**config.mk**
```make
export PLATFORM = sky130hd
export DESIGN_NAME = sdes_div_chain
export DESIGN_NICKNAME = d
export VERILOG_FILES = /design/src/rtl/core/sdes_div_cell.sv /design/src/rtl/core/sdes_div_chain.sv
export SDC_FILE = /design/constraint.sdc
export NUM_CORES = 2
export LEC_CHECK = 0
export BUFFER_PORTS_ARGS = -buffer_cell sky130_fd_sc_hd__buf_2
export CORE_AREA = 3 3 451 453
export CTS_BUF_LIST = sky130_fd_sc_hd__clkbuf_8
export CTS_CLUSTER_DIAMETER = 200
export CTS_CLUSTER_SIZE = 14
export DETAILED_ROUTE_END_ITERATION = 16
export DIE_AREA = 0 0 454 456
export PLACE_DENSITY = 0.95
export REMOVE_ABC_BUFFERS = 1
export SETUP_SLACK_MARGIN = 0.15
export SYNTH_ARGS = -nofsm -noshare
export SYNTH_HDL_FRONTEND = slang
export SYNTH_SLANG_ARGS = --single-unit
```
**constraint.sdc**
```tcl
create_clock -name clk -period 4.35 [get_ports clk]
set_input_delay 0.435 -clock clk [delete_from_list [all_inputs] [get_ports clk]]
set_output_delay 0.435 -clock clk [all_outputs]
set_load 0.005 [all_outputs]
```
**src/rtl/core/sdes_div_cell.sv**
```systemverilog
// One restoring division step with an output register, for one or more lanes.
// Stand-alone; chained by sdes_div_chain.
module sdes_div_cell #(
  parameter int LANES  = 2,
  parameter int DVS_W  = 15,
  parameter int STEPS  = 32,
  parameter int SIDE_W = 1
) (
  input  logic                              clk,
  input  logic                              rst_n,
  input  logic                              vld_i,
  input  logic [SIDE_W-1:0]                 side_i,
  input  logic [LANES-1:0][DVS_W-1:0]       dvs_i,
  input  logic [LANES-1:0][DVS_W-1:0]       rem_i,
  input  logic [LANES-1:0][STEPS-1:0]       dvd_i,
  input  logic [LANES-1:0][STEPS-1:0]       quo_i,
  output logic                              vld_o,
  output logic [SIDE_W-1:0]                 side_o,
  output logic [LANES-1:0][DVS_W-1:0]       dvs_o,
  output logic [LANES-1:0][DVS_W-1:0]       rem_o,
  output logic [LANES-1:0][STEPS-1:0]       dvd_o,
  output logic [LANES-1:0][STEPS-1:0]       quo_o
);

  logic                        vld_r;
  logic [SIDE_W-1:0]           side_r;
  logic [LANES-1:0][DVS_W-1:0] dvs_r;
  logic [LANES-1:0][DVS_W-1:0] rem_r;
  logic [LANES-1:0][STEPS-1:0] dvd_r;
  logic [LANES-1:0][STEPS-1:0] quo_r;

  logic [LANES-1:0][DVS_W-1:0] rem_nxt;
  logic [LANES-1:0][STEPS-1:0] dvd_nxt;
  logic [LANES-1:0][STEPS-1:0] quo_nxt;
  logic [LANES-1:0][DVS_W:0]   trial;
  logic [LANES-1:0][DVS_W:0]   diff;
  logic [LANES-1:0]            fits;

  // Shift the next dividend bit into the remainder and subtract where it fits.
  always_comb begin
    for (int l = 0; l < LANES; l++) begin
      trial[l]   = {rem_i[l], dvd_i[l][STEPS-1]};
      fits[l]    = trial[l] >= {1'b0, dvs_i[l]};
      diff[l]    = trial[l] - {1'b0, dvs_i[l]};
      rem_nxt[l] = fits[l] ? diff[l][DVS_W-1:0] : trial[l][DVS_W-1:0];
      dvd_nxt[l] = {dvd_i[l][STEPS-2:0], 1'b0};
      quo_nxt[l] = {quo_i[l][STEPS-2:0], fits[l]};
    end
  end

  // Request valid flag.
  always_ff @(posedge clk) begin
    if (!rst_n) begin
      vld_r <= 1'b0;
    end else begin
      vld_r <= vld_i;
    end
  end

  // Payload moves on every cycle.
  always_ff @(posedge clk) begin
    side_r <= side_i;
    dvs_r  <= dvs_i;
    rem_r  <= rem_nxt;
    dvd_r  <= dvd_nxt;
    quo_r  <= quo_nxt;
  end

  assign vld_o  = vld_r;
  assign side_o = side_r;
  assign dvs_o  = dvs_r;
  assign rem_o  = rem_r;
  assign dvd_o  = dvd_r;
  assign quo_o  = quo_r;

endmodule

```
**src/rtl/core/sdes_div_chain.sv**
```systemverilog
// Pipelined divider: a row of sdes_div_cell stages, one quotient bit per stage.
// Depends on sdes_div_cell.
module sdes_div_chain #(
  parameter int LANES  = 2,
  parameter int DVS_W  = 15,
  parameter int STEPS  = 32,
  parameter int SIDE_W = 1
) (
  input  logic                              clk,
  input  logic                              rst_n,
  input  logic                              vld_i,
  input  logic [SIDE_W-1:0]                 side_i,
  input  logic [LANES-1:0][DVS_W-1:0]       dvs_i,
  input  logic [LANES-1:0][DVS_W-1:0]       rem_i,
  input  logic [LANES-1:0][STEPS-1:0]       dvd_i,
  output logic                              vld_o,
  output logic [SIDE_W-1:0]                 side_o,
  output logic [LANES-1:0][STEPS-1:0]       quo_o
);

  logic [STEPS:0]                              vld;
  logic [STEPS:0][SIDE_W-1:0]                  side;
  logic [STEPS:0][LANES-1:0][DVS_W-1:0]        dvs;
  logic [STEPS:0][LANES-1:0][DVS_W-1:0]        rem;
  logic [STEPS:0][LANES-1:0][STEPS-1:0]        dvd;
  logic [STEPS:0][LANES-1:0][STEPS-1:0]        quo;

  // Chain entry: the quotient starts empty.
  assign vld[0]  = vld_i;
  assign side[0] = side_i;
  assign dvs[0]  = dvs_i;
  assign rem[0]  = rem_i;
  assign dvd[0]  = dvd_i;
  assign quo[0]  = '0;

  // One cell for each quotient bit, most significant first.
  for (genvar s = 0; s < STEPS; s++) begin : g_cell
    sdes_div_cell #(
      .LANES  (LANES),
      .DVS_W  (DVS_W),
      .STEPS  (STEPS),
      .SIDE_W (SIDE_W)
    ) u_cell (
      .clk    (clk),
      .rst_n  (rst_n),
      .vld_i  (vld[s]),
      .side_i (side[s]),
      .dvs_i  (dvs[s]),
      .rem_i  (rem[s]),
      .dvd_i  (dvd[s]),
      .quo_i  (quo[s]),
      .vld_o  (vld[s+1]),
      .side_o (side[s+1]),
      .dvs_o  (dvs[s+1]),
      .rem_o  (rem[s+1]),
      .dvd_o  (dvd[s+1]),
      .quo_o  (quo[s+1])
    );
  end

  assign vld_o  = vld[STEPS];
  assign side_o = side[STEPS];
  assign quo_o  = quo[STEPS];

endmodule

```
==> reports/metrics.yaml <==
outcome:
  status: "completed"
critical_path:
  cp_data_required_time_ns: 5.33
  crit_type: "flop to flop"
  ff2ff_setup_slack_ns: 0.35
  r2r_start: "g_cell[19].u_cell.rem_o[15]"
  critPathSlowestCell: "a31oi_1"
  critPathArrivalTime_ns: 4.98
  path_buf_inv: 2
  regToRegEndpoint: "g_cell[20].u_cell.rem_o[29]"
  path_cells: "inv_1 -> fa_1 -> nor2b_1 -> o21ai_0 -> a31oi_1 -> o2111ai_1 -> and2_1 -> inv_1 -> nand4_1 -> nor3b_1"
  crit_end: "g_cell[20].u_cell.rem_o[29]"
  worstSetupStartpoint: "g_cell[19].u_cell.rem_o[15]"
  cp_top_family: "compound AO/OA/AOI/OAI gates"
  start_kind: "flop"
  end_kind: "flop"
  ff2ff_path_depth: 10
  cp.depth: 10
  worst-path-max-fanout: 21
  path_common_cell: "inv_1"
  slowest_delay_ns: 0.74
logic_synthesis:
  yosysTopAreaCell: "dfxtp_1"
  netlist_area_um2: 140000
  synth-seq-cells: 3972
  async_flop_share_pct: 0
  synth_ff_type: "dfxtp_1"
  postSynthCellCount: 12600
  synth_fa_ha_area_share_pct: 9.49
  synth_xor_area_share_pct: 3.61
  synthMuxAreaShare_pct: 5.58
  synth_top_area_share_pct: 57.0
  ys_top_cells_by_area: "dfxtp_1, ha_1, mux2_2"
  yosys.area_share.simple_pct: 8.28
  synth-edff-count: 0
  synth_cell_types: 102
  synth_top_family_by_area: "compound AO/OA/AOI/OAI gates"
  synth-compound-area-share_pct: 11.8
  ys.warnings.count: 0
  syn_area_per_cell_um2: 11.1
  yosysSeqAreaShare_pct: 57.0
clock_network:
  root_buffer: "clkbuf_8"
  clockBufferDepth: 4
  cts_sinks: 3972
  clk_pin_slew_ns: 0.09
  htreeDepth: 5
  clk_latency_ns: 1.11
  tritoncts: "built"
  cts_setup_buffers: 0
  numCtsBuffers: 333
detailed_routing:
  first_pass_iters: 9
  vias_per_cell: 5.77
  drt_iter0_drc: 7086
  drc: 0
  wl_per_cell_um: 18.6
  drtAntennaViolNets: 0
  via_count: 91800
  finalWirelength_um: 297000
timing:
  worst_pin_slew_ns: 1.14
  finalCriticalPeriod_ns: 4.00
  fin_crit_sh_pct: 91.9
  clock_skew_ns: 0.0964
  holdWs_ns: 0.194
  setup_slack_ns: 0.352
  fmaxAchievable_mhz: 250
  setup_viol: 0
  slew_violations: 0
  rsz0062_at_grt: "no"
  finalSetupTns_ns: 0
  final_hold_viol_count: 0
  slew_headroom_pct: 23.8
power:
  vdd_drop_max_v: 0.000497
  p_leak_nw: 67.4
  power_density_nw_per_um2: 812
floorplanning:
  initial_core_util_pct: 69.9
  core_um2: 200000
  die_h_um: 456
  io_pins: 194
  rows: 164
  dieArea_um2: 207000
  die_w_um: 454
layout:
  fin_util_pct: 75.3
  final_cell_mix: "dfxtp_1, inv_1, ha_1, nor2_1, a21oi_1"
  layout_commonest_cell: "dfxtp_1"
  syn_to_final_growth_pct: 7.77
  fin_nets: 14400
  drive_above_1_share_pct: 9.62
place:
  port_buffers: 193
  globalplace.congestion: 0.934
  hpwl_um: 211000
  place_ws_ns: 0.930
grt:
  antenna_found_initial: 8
  grt_pass1_wl_um: 477000
  first_global_vias: 94000
  grt_max_degree: 33
  gr-total-overflow: 0
  grtUsageTotal_pct: 28.1
worst_hold_path:
  min_path_type: "primary input to flop"
job:
  drv_cap: 0
==> report_power, final <==
part | internal, W | switching (W) | leakage [nW]
clock | 0.00704 | 0.0109 | 2.46
combinational | 0.0242 | 0.0281 | 31.4
sequential | 0.0469 | 0.00506 | 33.5
==> metal layers <==
layer / share of wire (%) / track usage, % / wire length (um) / vias up
met5: 0.014 / 0 / 42 / -
met4: 4.7 / 12.8 / 13800 / 6
met3: 5.5 / 4.77 / 16300 / 1004
met2: 50 / 49.5 / 147000 / 3220
met1: 40 / 33.4 / 119000 / 43200
li1: - / - / - / 44300
==> sequential cells by signal (all words and copies together) (netlist names) <==
name / count
g_cell.u_cell.dvd_o: 992
g_cell.u_cell.dvs_o: 930
g_cell.u_cell.rem_o: 930
g_cell.u_cell.quo_o: 1056
g_cell.u_cell.vld_o: 32
g_cell.u_cell.side_o: 32
==> cells in the mapped netlist (57+ instances only) <==
cell and count:
nand2b_1 103, ha_1 960, and2_1 57, nand2_1 470, nor2_1 743, mux2_2 534
a31oi_1 114, nor2b_1 170, clkbuf_1 74, a21o_1 169, xnor2_1 417, o211ai_1 88
nand4_1 121, inv_1 1336, nand3_1 126, dfxtp_1 3972, nor3_1 193, o21a_1 240
or3_1 74, fa_1 62, xor2_1 158, a21oi_1 696, o21ai_0 491, mux2i_1 121
==> worst min-delay path: stages <==
cell           delay (ns)
dlygate4sd3_1        0.54
buf_2                0.12
mux2_2               0.14
==> metrics by stage <==
step / std cells / power, W / area, um2
floorplan: 12400 / 0.0901 / 139000
global placement: 15300 / 0.0996 / 143000
detailed placement: 15300 / 0.103 / 143000
CTS: 15900 / 0.121 / 150000
global route: 15900 / 0.130 / 150000
finish: 15900 / 0.122 / 150000
==> final cells by class <==
type,count,area [um2]
fillers,12600,49200
well taps,2656,3320
clock inverters,10,114
multi-input cells,7139,54200
inverters,1337,5020
repair buffers,464,3610
clock buffers,337,4640
diodes,6,15.0
flip-flops and latches,3972,79500
==> cell families after synthesis <==
family          Yosys count
flops                  3972
compound gates         2506
simple gates           2342
buf+inv                1496
fa+ha+maj              1022
mux                     694
xor+xnor                575
==> what timing repair did <==
item / in CTS / in global routing
hold buffers: 245 / 0
endpoints found under the hold margin: 157 / 0
resized for setup: 0 / 1
setup endpoints to repair: 0 / 15
==> how the worst min path moves through the flow <==
stage	from	end	slack [ns]	cells past startpoint
2_1_floorplan	g_cell[9].u_cell.dvd_o[10]	g_cell[10].u_cell.dvd_o[11]	0.31	0
3_3_place_gp	g_cell[30].u_cell.quo_o[23]	g_cell[31].u_cell.quo_o[24]	0.31	0
3_5_place_dp	g_cell[12].u_cell.quo_o[7]	g_cell[13].u_cell.quo_o[8]	0.31	0
4_1_cts	rem_i[22]	g_cell[0].u_cell.rem_o[23]	0.04	3
5_1_grt	rem_i[21]	g_cell[0].u_cell.rem_o[22]	0.13	3
6_report	rem_i[22]	g_cell[0].u_cell.rem_o[23]	0.19	3
Note: power is estimated with default switching activity, not from simulation.
